<file path="src/aip_pkg.sv">
package aip_pkg;

  // Status codes of a result item.
  localparam logic [1:0] ST_OK       = 2'd0;
  localparam logic [1:0] ST_EMPTY    = 2'd1;
  localparam logic [1:0] ST_SYNTAX   = 2'd2;
  localparam logic [1:0] ST_OVERFLOW = 2'd3;

  // Mode register codes; the hex code and the unused fourth code share bit 1.
  localparam logic [1:0] MODE_UDEC = 2'd0;
  localparam logic [1:0] MODE_SDEC = 2'd1;
  localparam logic [1:0] MODE_HEX  = 2'd2;
  localparam int         MODE_HEX_BIT = 1;

  localparam int VALUE_W = 64;

  typedef struct packed {
    logic [7:0] char_code;
    logic       has_char;
    logic       end_of_string;
  } aip_item_t;

  // Finished string: magnitude, sign and status before the final negation.
  typedef struct packed {
    logic [VALUE_W-1:0] mag;
    logic               is_neg;
    logic [1:0]         status;
  } aip_res_t;

endpackage

</file>
<file path="src/aip_core.sv">
module aip_core (
  input  logic               clk,
  input  logic               rst_n,
  input  logic [1:0]         parse_mode,
  input  logic               item_valid,
  input  aip_pkg::aip_item_t item,
  output logic               item_ready,
  output logic               res_valid,
  output aip_pkg::aip_res_t  res,
  input  logic               res_ready
);

  localparam logic [7:0] CHAR_MINUS = 8'h2D;
  localparam logic [7:0] CHAR_ZERO  = 8'h30;
  localparam logic [7:0] CHAR_NINE  = 8'h39;
  localparam logic [7:0] CHAR_UA    = 8'h41;
  localparam logic [7:0] CHAR_UF    = 8'h46;
  localparam logic [7:0] CHAR_LA    = 8'h61;
  localparam logic [7:0] CHAR_LF    = 8'h66;

  // Quotient and remainder of each decimal limit by ten.
  localparam logic [63:0] U_LIM_DIV10 = 64'd1844674407370955161;
  localparam logic [3:0]  U_LIM_MOD10 = 4'd5;
  localparam logic [63:0] S_LIM_DIV10 = 64'd922337203685477580;
  localparam logic [3:0]  S_POS_MOD10 = 4'd7;
  localparam logic [3:0]  S_NEG_MOD10 = 4'd8;

  logic [63:0] acc_r, acc_nxt;
  logic        neg_r, neg_nxt;
  logic        first_r, first_nxt;
  logic        digit_r, digit_nxt;
  logic [1:0]  err_r, err_nxt;

  logic        hex_mode, sgn_mode, consume;
  logic [4:0]  dval;
  logic [63:0] lim_q;
  logic [3:0]  lim_r;
  logic [63:0] acc_x10;

  // Digit value, or 16 when the byte is no digit in this base.
  function automatic logic [4:0] digit_value(input logic [7:0] c, input logic hex);
    logic [4:0] v;
    v = 5'd16;
    if (c >= CHAR_ZERO && c <= CHAR_NINE) begin
      v = 5'(c - CHAR_ZERO);
    end else if (hex && c >= CHAR_UA && c <= CHAR_UF) begin
      v = 5'(c - CHAR_UA) + 5'd10;
    end else if (hex && c >= CHAR_LA && c <= CHAR_LF) begin
      v = 5'(c - CHAR_LA) + 5'd10;
    end
    return v;
  endfunction

  assign hex_mode   = parse_mode[aip_pkg::MODE_HEX_BIT];
  assign sgn_mode   = (parse_mode == aip_pkg::MODE_SDEC);
  assign item_ready = !item.end_of_string || res_ready;
  assign consume    = item_valid && item_ready;
  assign res_valid  = item_valid && item.end_of_string;
  assign dval       = digit_value(item.char_code, hex_mode);
  assign acc_x10    = {acc_r[60:0], 3'b000} + {acc_r[62:0], 1'b0} + {60'd0, dval[3:0]};

  always_comb begin
    if (!sgn_mode) begin
      lim_q = U_LIM_DIV10;
      lim_r = U_LIM_MOD10;
    end else if (neg_r) begin
      lim_q = S_LIM_DIV10;
      lim_r = S_NEG_MOD10;
    end else begin
      lim_q = S_LIM_DIV10;
      lim_r = S_POS_MOD10;
    end
  end

  always_comb begin
    acc_nxt   = acc_r;
    neg_nxt   = neg_r;
    first_nxt = first_r;
    digit_nxt = digit_r;
    err_nxt   = err_r;
    if (item.has_char) begin
      first_nxt = 1'b0;
      if (err_r != aip_pkg::ST_OK) begin
        // Bytes after the first error are dropped.
      end else if (sgn_mode && first_r && item.char_code == CHAR_MINUS) begin
        neg_nxt = 1'b1;
      end else if (dval[4]) begin
        err_nxt = aip_pkg::ST_SYNTAX;
      end else if (hex_mode) begin
        if (acc_r[63:60] != 4'd0) begin
          err_nxt = aip_pkg::ST_OVERFLOW;
        end else begin
          acc_nxt   = {acc_r[59:0], dval[3:0]};
          digit_nxt = 1'b1;
        end
      end else begin
        if (acc_r > lim_q || (acc_r == lim_q && dval[3:0] > lim_r)) begin
          err_nxt = aip_pkg::ST_OVERFLOW;
        end else begin
          acc_nxt   = acc_x10;
          digit_nxt = 1'b1;
        end
      end
    end
  end

  always_comb begin
    if (err_nxt != aip_pkg::ST_OK) begin
      res.status = err_nxt;
    end else if (!digit_nxt) begin
      res.status = aip_pkg::ST_EMPTY;
    end else begin
      res.status = aip_pkg::ST_OK;
    end
    res.mag    = (res.status == aip_pkg::ST_OK) ? acc_nxt : '0;
    res.is_neg = (res.status == aip_pkg::ST_OK) && neg_nxt;
  end

  always_ff @(posedge clk) begin
    if (!rst_n) begin
      acc_r   <= '0;
      neg_r   <= 1'b0;
      first_r <= 1'b1;
      digit_r <= 1'b0;
      err_r   <= aip_pkg::ST_OK;
    end else if (consume) begin
      if (item.end_of_string) begin
        acc_r   <= '0;
        neg_r   <= 1'b0;
        first_r <= 1'b1;
        digit_r <= 1'b0;
        err_r   <= aip_pkg::ST_OK;
      end else begin
        acc_r   <= acc_nxt;
        neg_r   <= neg_nxt;
        first_r <= first_nxt;
        digit_r <= digit_nxt;
        err_r   <= err_nxt;
      end
    end
  end

  a_clear_after_end: assert property (@(posedge clk) disable iff (!rst_n)
    consume && item.end_of_string |=> first_r && !digit_r && err_r == aip_pkg::ST_OK)
    else $error("string state not cleared after its last item");

  a_digit_not_first: assert property (@(posedge clk) disable iff (!rst_n)
    digit_r |-> !first_r)
    else $error("digit recorded while no byte seen");

  a_err_not_empty: assert property (@(posedge clk) disable iff (!rst_n)
    err_r != aip_pkg::ST_EMPTY)
    else $error("empty code stored as a sticky error");

  a_err_freezes_acc: assert property (@(posedge clk) disable iff (!rst_n)
    err_r != aip_pkg::ST_OK && !(consume && item.end_of_string) |=> $stable(acc_r))
    else $error("accumulator changed after an error");

endmodule

</file>
<file path="src/aip_out.sv">
module aip_out (
  input  logic              clk,
  input  logic              rst_n,
  input  logic              res_valid,
  input  aip_pkg::aip_res_t res,
  output logic              res_ready,
  output logic              out_tvalid,
  input  logic              out_tready,
  output logic [71:0]       out_tdata
);

  logic                      s1_valid_r, s1_valid_nxt;
  aip_pkg::aip_res_t         s1_r;
  logic                      out_valid_r, out_valid_nxt;
  logic [aip_pkg::VALUE_W-1:0] out_value_r, value_nxt;
  logic [1:0]                out_status_r;
  logic                      s2_ready;

  assign s2_ready  = !out_valid_r || out_tready;
  assign res_ready = !s1_valid_r || s2_ready;

  // Two's complement is applied one stage after the parse update.
  assign value_nxt = s1_r.is_neg ? (aip_pkg::VALUE_W'(0) - s1_r.mag) : s1_r.mag;

  assign s1_valid_nxt  = res_valid || (s1_valid_r && !s2_ready);
  assign out_valid_nxt = s1_valid_r || (out_valid_r && !out_tready);

  always_ff @(posedge clk) begin
    if (!rst_n) begin
      s1_valid_r  <= 1'b0;
      out_valid_r <= 1'b0;
    end else begin
      if (res_ready) begin
        s1_valid_r <= res_valid;
      end
      if (s2_ready) begin
        out_valid_r <= s1_valid_r;
      end
    end
  end

  always_ff @(posedge clk) begin
    if (res_ready && res_valid) begin
      s1_r <= res;
    end
    if (s2_ready && s1_valid_r) begin
      out_value_r  <= value_nxt;
      out_status_r <= s1_r.status;
    end
  end

  assign out_tvalid = out_valid_r;
  assign out_tdata  = {6'd0, out_status_r, out_value_r};

  a_next_matches: assert property (@(posedge clk) disable iff (!rst_n)
    s1_valid_nxt == ((res_ready && res_valid) || (!res_ready && s1_valid_r)))
    else $error("result stage valid update inconsistent");

  a_out_next: assert property (@(posedge clk) disable iff (!rst_n)
    out_valid_nxt == ((s2_ready && s1_valid_r) || (!s2_ready && out_valid_r)))
    else $error("output stage valid update inconsistent");

  a_err_zero: assert property (@(posedge clk) disable iff (!rst_n)
    out_valid_r && out_status_r != aip_pkg::ST_OK |-> out_value_r == '0)
    else $error("nonzero value with an error status");

endmodule

</file>
<file path="src/ascii_integer_parser.sv">
// Streaming ASCII integer parser.
// A string arrives on the in_ channel one byte per item; in_tuser flags a
// valid byte and in_tlast marks the last item of the string. One result
// item leaves on the out_ channel for every string: the 64-bit value and
// a status (ok, empty, bad syntax, overflow). An item with in_tuser low and
// in_tlast low changes nothing.
// cfg_wr_en writes cfg_wr_data into the mode register (0 unsigned decimal,
// 1 signed decimal, 2 or 3 hexadecimal); write it only while no string is
// in flight.
// A result passes through the input register, the result stage and the output
// stage. Input items are taken one per cycle while in_tready is high; the
// multiply-by-ten, compare and add on the accumulator are combinational.
// Reset clears the mode to unsigned decimal, empties all stages and starts
// a new string. When out_tready is low, results stay in the output and
// result stages; input items keep being parsed until a string end needs the
// result stage, then in_tready drops until it frees.
module ascii_integer_parser (
  input  logic        clk,
  input  logic        rst_n,
  input  logic        cfg_wr_en,
  input  logic [1:0]  cfg_wr_data,    // parse_mode
  input  logic        in_tvalid,
  output logic        in_tready,
  input  logic [7:0]  in_tdata,       // char_code
  input  logic        in_tuser,       // has_char
  input  logic        in_tlast,       // end_of_string
  output logic        out_tvalid,
  input  logic        out_tready,
  output logic [71:0] out_tdata       // result_value [63:0], status [65:64], zero
);

  logic               mode_r;
  logic [1:0]         parse_mode_r;
  logic               in_valid_r;
  aip_pkg::aip_item_t in_item_r;
  logic               core_ready;
  logic               res_valid;
  logic               res_ready;
  aip_pkg::aip_res_t  res;

  assign mode_r    = parse_mode_r[aip_pkg::MODE_HEX_BIT];
  assign in_tready = !in_valid_r || core_ready;

  always_ff @(posedge clk) begin
    if (!rst_n) begin
      parse_mode_r <= aip_pkg::MODE_UDEC;
      in_valid_r   <= 1'b0;
    end else begin
      if (cfg_wr_en) begin
        parse_mode_r <= cfg_wr_data;
      end
      if (in_tready) begin
        in_valid_r <= in_tvalid;
      end
    end
  end

  always_ff @(posedge clk) begin
    if (in_tready && in_tvalid) begin
      in_item_r.char_code     <= in_tdata;
      in_item_r.has_char      <= in_tuser;
      in_item_r.end_of_string <= in_tlast;
    end
  end

  aip_core u_core (
    .clk        (clk),
    .rst_n      (rst_n),
    .parse_mode (parse_mode_r),
    .item_valid (in_valid_r),
    .item       (in_item_r),
    .item_ready (core_ready),
    .res_valid  (res_valid),
    .res        (res),
    .res_ready  (res_ready)
  );

  aip_out u_out (
    .clk        (clk),
    .rst_n      (rst_n),
    .res_valid  (res_valid),
    .res        (res),
    .res_ready  (res_ready),
    .out_tvalid (out_tvalid),
    .out_tready (out_tready),
    .out_tdata  (out_tdata)
  );

  a_hex_mode_bit: assert property (@(posedge clk) disable iff (!rst_n)
    mode_r |-> parse_mode_r != aip_pkg::MODE_UDEC && parse_mode_r != aip_pkg::MODE_SDEC)
    else $error("hex mode decode inconsistent");

endmodule

</file>
<file path="config.mk">
export PLATFORM = sky130hd
export DESIGN_NAME = ascii_integer_parser
export DESIGN_NICKNAME = d
export VERILOG_FILES = /design/src/aip_pkg.sv /design/src/aip_core.sv /design/src/aip_out.sv /design/src/ascii_integer_parser.sv
export SDC_FILE = /design/constraint.sdc
export NUM_CORES = 1
export LEC_CHECK = 0
export ABC_AREA = 0
export ABC_CLOCK_PERIOD_IN_PS = 5900
export BUFFER_PORTS_ARGS = -buffer_cell sky130_fd_sc_hd__buf_2
export CORE_MARGIN = 4
export CORE_UTILIZATION = 40
export CTS_BUF_LIST = sky130_fd_sc_hd__clkbuf_2 sky130_fd_sc_hd__clkbuf_4 sky130_fd_sc_hd__clkbuf_8
export CTS_CLUSTER_DIAMETER = 80
export DETAILED_ROUTE_END_ITERATION = 8
export SLEW_MARGIN = 20
export SYNTH_ARGS = -nofsm -noshare
export SYNTH_HDL_FRONTEND = slang
export SYNTH_SLANG_ARGS = --single-unit
</file>
<file path="constraint.sdc">
create_clock -name clk -period 5.9 [get_ports clk]
set_input_delay 0.59 -clock clk [delete_from_list [all_inputs] [get_ports clk]]
set_output_delay 0.59 -clock clk [all_outputs]
set_load 0.1 [all_outputs]
</file>
---- Yosys cells after proc, flatten, opt, wreduce, memory -nomap -nowiden ----
Cells that the tools add are included.
Widths: inputs -> output; s select.
word-level totals
  flip-flop bits (word level) ............. 217
  input bits .............................. 17
  output and inout bits ................... 74
  word-level logic and storage cells ...... 104
operators by class
  add/subtract/negate cells ............... 8
  $lt $le $gt $ge ......................... 8
  equal/unequal tests ..................... 3
  multiplexer cells ....................... 39
  reductions and logical operators ........ 29
operator list
  cell                   count
  $mux 64                9
  $add 64x4->64          1
  $add 64x64->64         1
  $eq 64x61->1           1
  $gt 64x61->1           1
  $sub 1x64->64 const A  1
  $mux 61                1
  $mux 2                 9
  $ge 8x7->1 const B     2
  $le 8x7->1 const B     2
  $mux 1                 15
  $mux 5                 3
  $logic_and 1x1->1      14
  $add 5x4->5 const B    2
  $sub 5x1->5 const B    2
  $eq 8x6->1 const B     1
  $ge 8x6->1 const B     1
  $le 8x6->1 const B     1
  $mux 4                 2
  $reduce_bool 2->1      3
  $logic_or 1x1->1       5
  $sub 5x5->5 const B    1
  $gt 4x4->1             1
  $logic_not 1->1        4
  other kinds (4)        4

---- Logic depth before layout (Yosys ltp) ----
  depth after elaboration ................. 19
  gate-level depth with buffers ........... 22
  mapped depth without buffers ............ 21

---- Modules after synthesis ----
A second synthesis with hierarchy kept.
unflattened totals
  cell total of the unflattened synthesis .. 1857
  area, all modules ....................... 16807.4 um^2
by module, submodules not included
  module                instances  cells an instance  area each (um^2)  seq. area each (um^2)
  aip_core              1          1467               10724.0           1381.3
  aip_out               1          369                5659.2            4033.9
  ascii_integer_parser  1          21                 424.2             360.3

---- Worst setup path before layout ----
Ideal clock, no wire load.
  path type ............................... reg2reg
  from .................................... register in_item_r[8] (netlist bit)
  to ...................................... register u_out.s1_r[59] (netlist bit), data pin
  setup time .............................. 0.180 ns
  arrival ................................. 4.794 ns
  data required time ...................... 5.720 ns
  path slack .............................. 0.926 ns
  stages on the path, launching flop included .. 16
  buffers on the path ..................... 0
  clock period less this slack ............ 4.974 ns
  cell sequence ........................... edfxtp_1 > or3b_2 > a211oi_1 > a22o_1 > fa_1 > fa_1 > a211oi_1 > o21bai_1 > a31o_2 > a221o_1 > a2111oi_0 > nor2_1 > a211oi_1 > xnor2_1 > nor2_1 > a221oi_1
between the ends
  word-level cells in the longest chain between the ends .. 18
  elaborated cells on any way between the ends .. 42
  those cells by class .................... add/sub (1); order compare (7); eq/ne (1); mux (23); reduce/logical (10)
ends and longest elaborated chain
  what                                                                    RTL line                    source
  start: declaration                                                      ascii_integer_parser.sv:35  aip_pkg::aip_item_t in_item_r;
  parallel branches: the longest is 18 deep, another holds $add 64x4->64  n/a
  end signal: assignment                                                  aip_out.sv:44               s1_r <= res;
  end: declaration                                                        aip_out.sv:13               aip_pkg::aip_res_t s1_r;
Several ways; the timed one is not identified.
A chain may end at the register's enable or synchronous reset.

---- Worst setup path after layout ----
  from .................................... register in_item_r[2] (netlist bit)
  to ...................................... register u_out.s1_r[61] (netlist bit), data pin
between the ends
  word-level cells in the longest chain between the ends .. 18
  elaborated cells on any way between the ends .. 47
  those cells by class .................... add/sub (6); order compare (7); eq/ne (1); mux (23); reduce/logical (10)
ends and longest elaborated chain
  what
  parallel branches: the longest is 18 deep, another holds $add 64x4->64
Several ways; the timed one is not identified.

==> flow_summary.json <==
{
  "slowest_stage": "fa_1",
  "critPathBufInv": 2,
  "dieArea_um2": 42100,
  "ys_warn_count": 0,
  "synth_cells": 1694,
  "cp_common_cell": "ha_1",
  "finalInstanceArea_um2": 17400,
  "yosysSeqAreaShare_pct": 37.1,
  "tritoncts": "built",
  "worstSetupStartpoint": "in_item_r[2]",
  "gp_congestion": 0.935,
  "pin_count": 91,
  "first_pass_iters": 5,
  "timing.reg2reg.setup_slack_ns": 0.44,
  "intPower_mw": 2.62,
  "netlist_area_um2": 15500,
  "cts_resized": 1,
  "layout.nets": 1945,
  "post_cts_buffers": 0,
  "worstPathRequired_ns": 6.22,
  "p_clk_share_pct": 45.1,
  "postRouteAntennaNets": 0,
  "critPathCapture": "u_out.s1_r[61]",
  "ir_worst_vdd_uv": 132,
  "dp_hpwl_um": 33600,
  "maxSlewViolCount": 0,
  "p_per_area_nw_per_um2": 205,
  "yosysUniqueCellTypes": 80,
  "hold_slack_ns": 0.151,
  "core_um2": 38000,
  "end_kind": "flip-flop",
  "numCtsBuffers": 40,
  "crit_chain": "inv_1 -> ha_1 -> nand2_1 -> o2111ai_1 -> and3_1 -> nor2b_1 -> o21ai_0 -> o21ai_0 -> ha_1 -> ha_1 -> fa_1 -> a211oi_1 -> o21bai_1 -> a31o_2 -> a221o_1 -> a2111oi_2 -> buf_4 -> nor3_1 -> a21boi_1 -> o21bai_1 -> mux2i_1 -> nor3_1",
  "htree_num_levels": 2,
  "min-delay-start": "in_tdata[1]",
  "min_path_type": "in -> reg",
  "die_h_um": 205,
  "hold_viol_final": 0,
  "vias": 13694,
  "setup_violations": 0,
  "cp_top_family": "compound AO/OA/AOI/OAI gates",
  "insertedDiodeCount": 0,
  "combPwrFrac_pct": 7.8,
  "worstReg2RegEnd": "u_out.s1_r[61]",
  "drt-total-wl_um": 46800,
  "drc_errors": 0,
  "clock-sinks": 217,
  "seqPwrFrac_pct": 47.1,
  "path_clk_slew_ns": 0.07,
  "port_buffers": 84,
  "clock_skew_ns": 0.0438,
  "slowest_delay_ns": 0.44,
  "p_sw_mw": 0.945,
  "maxCapViolations": 0,
  "start_util_pct": 40.9,
  "tightestPinTransition_ns": 0.958,
  "multiInputGateArea_um2": 9350,
  "layout-drive-gt1-share_pct": 12.1,
  "vias_per_cell": 5.94,
  "p_leak_nw": 6.90,
  "start_kind": "flip-flop",
  "r2r_cells": 22,
  "place_area_um2": 16500,
  "wl_per_cell_um": 20.3,
  "min_path_cells": 1,
  "grt_pass1_vias": 13016,
  "drt_iter0_markers": 1127,
  "synth_area_per_cell_um2": 9.18,
  "grt_pass1_wl_um": 73100,
  "synth_edf_count": 143,
  "clock.fmax_ghz": 0.183,
  "track_usage_pct": 21.9,
  "crit_type": "reg -> reg",
  "cp.arrival_ns": 5.78,
  "crit_cells": 22,
  "seqCellArea_um2": 5780,
  "grt_max_degree": 68,
  "rows": 71,
  "overflow": 0,
  "slew_headroom_pct": 35.9,
  "min_period_ns": 5.46,
  "timing.rr.start": "in_item_r[2]",
  "p_total_mw": 3.57,
  "cts_hold_buf": 0,
  "synth-seq-cells": 217,
  "status": "finished clean",
  "antenna_found_initial": 0,
  "synthFlopType": "edfxtp_1",
  "clk_path_buf_depth": 3,
  "worstSkewPairLatency_ns": 0.62,
  "rsz0062_at_grt": "false",
  "cp_max_fo": 7,
  "switching_share_pct": 26.5,
  "async_flop_share_pct": 0,
  "root_buffer": "clkbuf_8",
  "fillers": 3751,
  "dieWidth_um": 205,
  "setup_tns_ns": 0,
  "syn2layout_area_growth_pct": 12.0,
  "post-route-period-util_pct": 92.5
}
cell families (layout without fill, tap and decap cells):
kind of cell	Yosys count	in the layout	synth area share, %
AO/OA/AOI/OAI	537	537	22.4
XOR/XNOR	121	121	6.82
adder cells (fa/ha/maj)	164	164	13.3
buffers and inverters	123	219	3.11
flip-flops	217	217	37.1
multiplexers	8	8	0.523
other	1	6	0.0241
AND/OR/NAND/NOR	523	523	16.7
power by group through the flow:
| stage | Sequential, mW | Combinational (mW) | Clock (mW) |
|---|---|---|---|
| 3_3_place_gp | 1.71 | 0.272 | 0 |
| 2_1_floorplan | 1.77 | 0.145 | 0 |
| 4_1_cts | 1.68 | 0.278 | 1.66 |
| 5_1_grt | 1.68 | 0.299 | 1.73 |
| 6_report | 1.68 | 0.278 | 1.61 |
| 3_5_place_dp | 1.71 | 0.277 | 0 |
synth_stat cells, drive strengths merged (5+ instances only):
library cell,n,share of area [%]
xor2,20,1.1
ha,162,13
or2,6,0.24
a211oi,12,0.58
nand2,169,4.1
a41oi,5,0.28
nand4,29,1.2
a21o,42,2.0
nand3,23,0.74
o221ai,19,1.1
o22ai,40,1.6
nor4,9,0.46
o21a,20,0.97
o21ai,150,4.8
xnor2,101,5.7
nor3,34,1.1
o211ai,6,0.29
or3,21,0.91
and3,11,0.44
nor2,130,3.1
a21boi,7,0.34
o41ai,15,0.97
a22o,10,0.56
a31oi,12,0.48
and2,16,0.64
inv,31,0.75
nand3b,12,0.58
nor2b,14,0.56
nand2b,8,0.32
or4,13,0.70
a21oi,108,3.5
nand4b,8,0.45
o31ai,27,1.3
buf,9,0.36
clkbuf,83,2.0
o21bai,16,0.77
mux2i,7,0.45
dfxtp,74,9.5
edfxtp,143,28
registers in the layout, summed over array words and instances (netlist names), 2 cells and up:
signal              cells
u_out.s1_r             67
u_core.acc_r           64
u_out.out_value_r      64
in_item_r              10
parse_mode_r            2
u_core.err_r            2
u_out.out_status_r      2
layout by cell type (no fill, tap or decap), types with 23 or more instances in the layout:
master,count
a21o_1,42
a21oi_1,107
buf_2,84
buf_4,31
clkbuf_8,44
dfxtp_1,74
edfxtp_1,143
ha_1,162
inv_1,31
nand2_1,169
nand3_1,23
nand4_1,29
nor2_1,129
nor3_1,34
o21ai_0,149
o22ai_1,40
o31ai_1,26
xnor2_1,101
layout make-up:
type	instances	area share (%)
Clock inverter	25	1.39
Tap cell	511	3.67
Sequential cell	217	33.2
Multi-Input combinational cell	1359	53.7
Clock buffer	48	3.65
Timing Repair Buffer	115	3.75
Inverter	31	0.668
how the worst min path moves through the flow:
stage / endpoint / slack [ns]
2_1_floorplan: u_out.out_status_r[0] / 0.40
3_3_place_gp: u_out.out_status_r[1] / 0.43
3_5_place_dp: u_out.out_status_r[0] / 0.41
4_1_cts: in_item_r[3] / 0.09
5_1_grt: in_item_r[5] / 0.12
6_report: in_item_r[3] / 0.15
per-layer routing:
metal  GRT usage, %  up-vias  share of wire [%]
li1               -     6561                  -
met1           31.1     6482                 46
met2           33.7      552                 43
met3           3.32       99                7.3
met4           8.54        0                3.5
met5              0        -                  0
metrics by stage:
step	setup WS (ns)	util, %	instances
after global routing	0.0213	45.8	2306
after CTS	0.133	45.8	2306
after floorplan	0.926	-	1699
final	0.443	45.8	2306
after global placement	0.241	43.4	2233
after detailed placement	0.0427	43.4	2233
worst register-to-register path: stages, from the launching register on:
cell and delay [ns]:
edfxtp_1 0.41, inv_1 0.12, ha_1 0.21, nand2_1 0.06, o2111ai_1 0.10, and3_1 0.27, nor2b_1 0.15, o21ai_0 0.12
o21ai_0 0.18, ha_1 0.33, ha_1 0.24, fa_1 0.44, a211oi_1 0.29, o21bai_1 0.16, a31o_2 0.28, a221o_1 0.43
a2111oi_2 0.41, buf_4 0.18, nor3_1 0.05, a21boi_1 0.32, o21bai_1 0.14, mux2i_1 0.21, nor3_1 0.07
No activity file was read; power rests on OpenSTA's default activity.
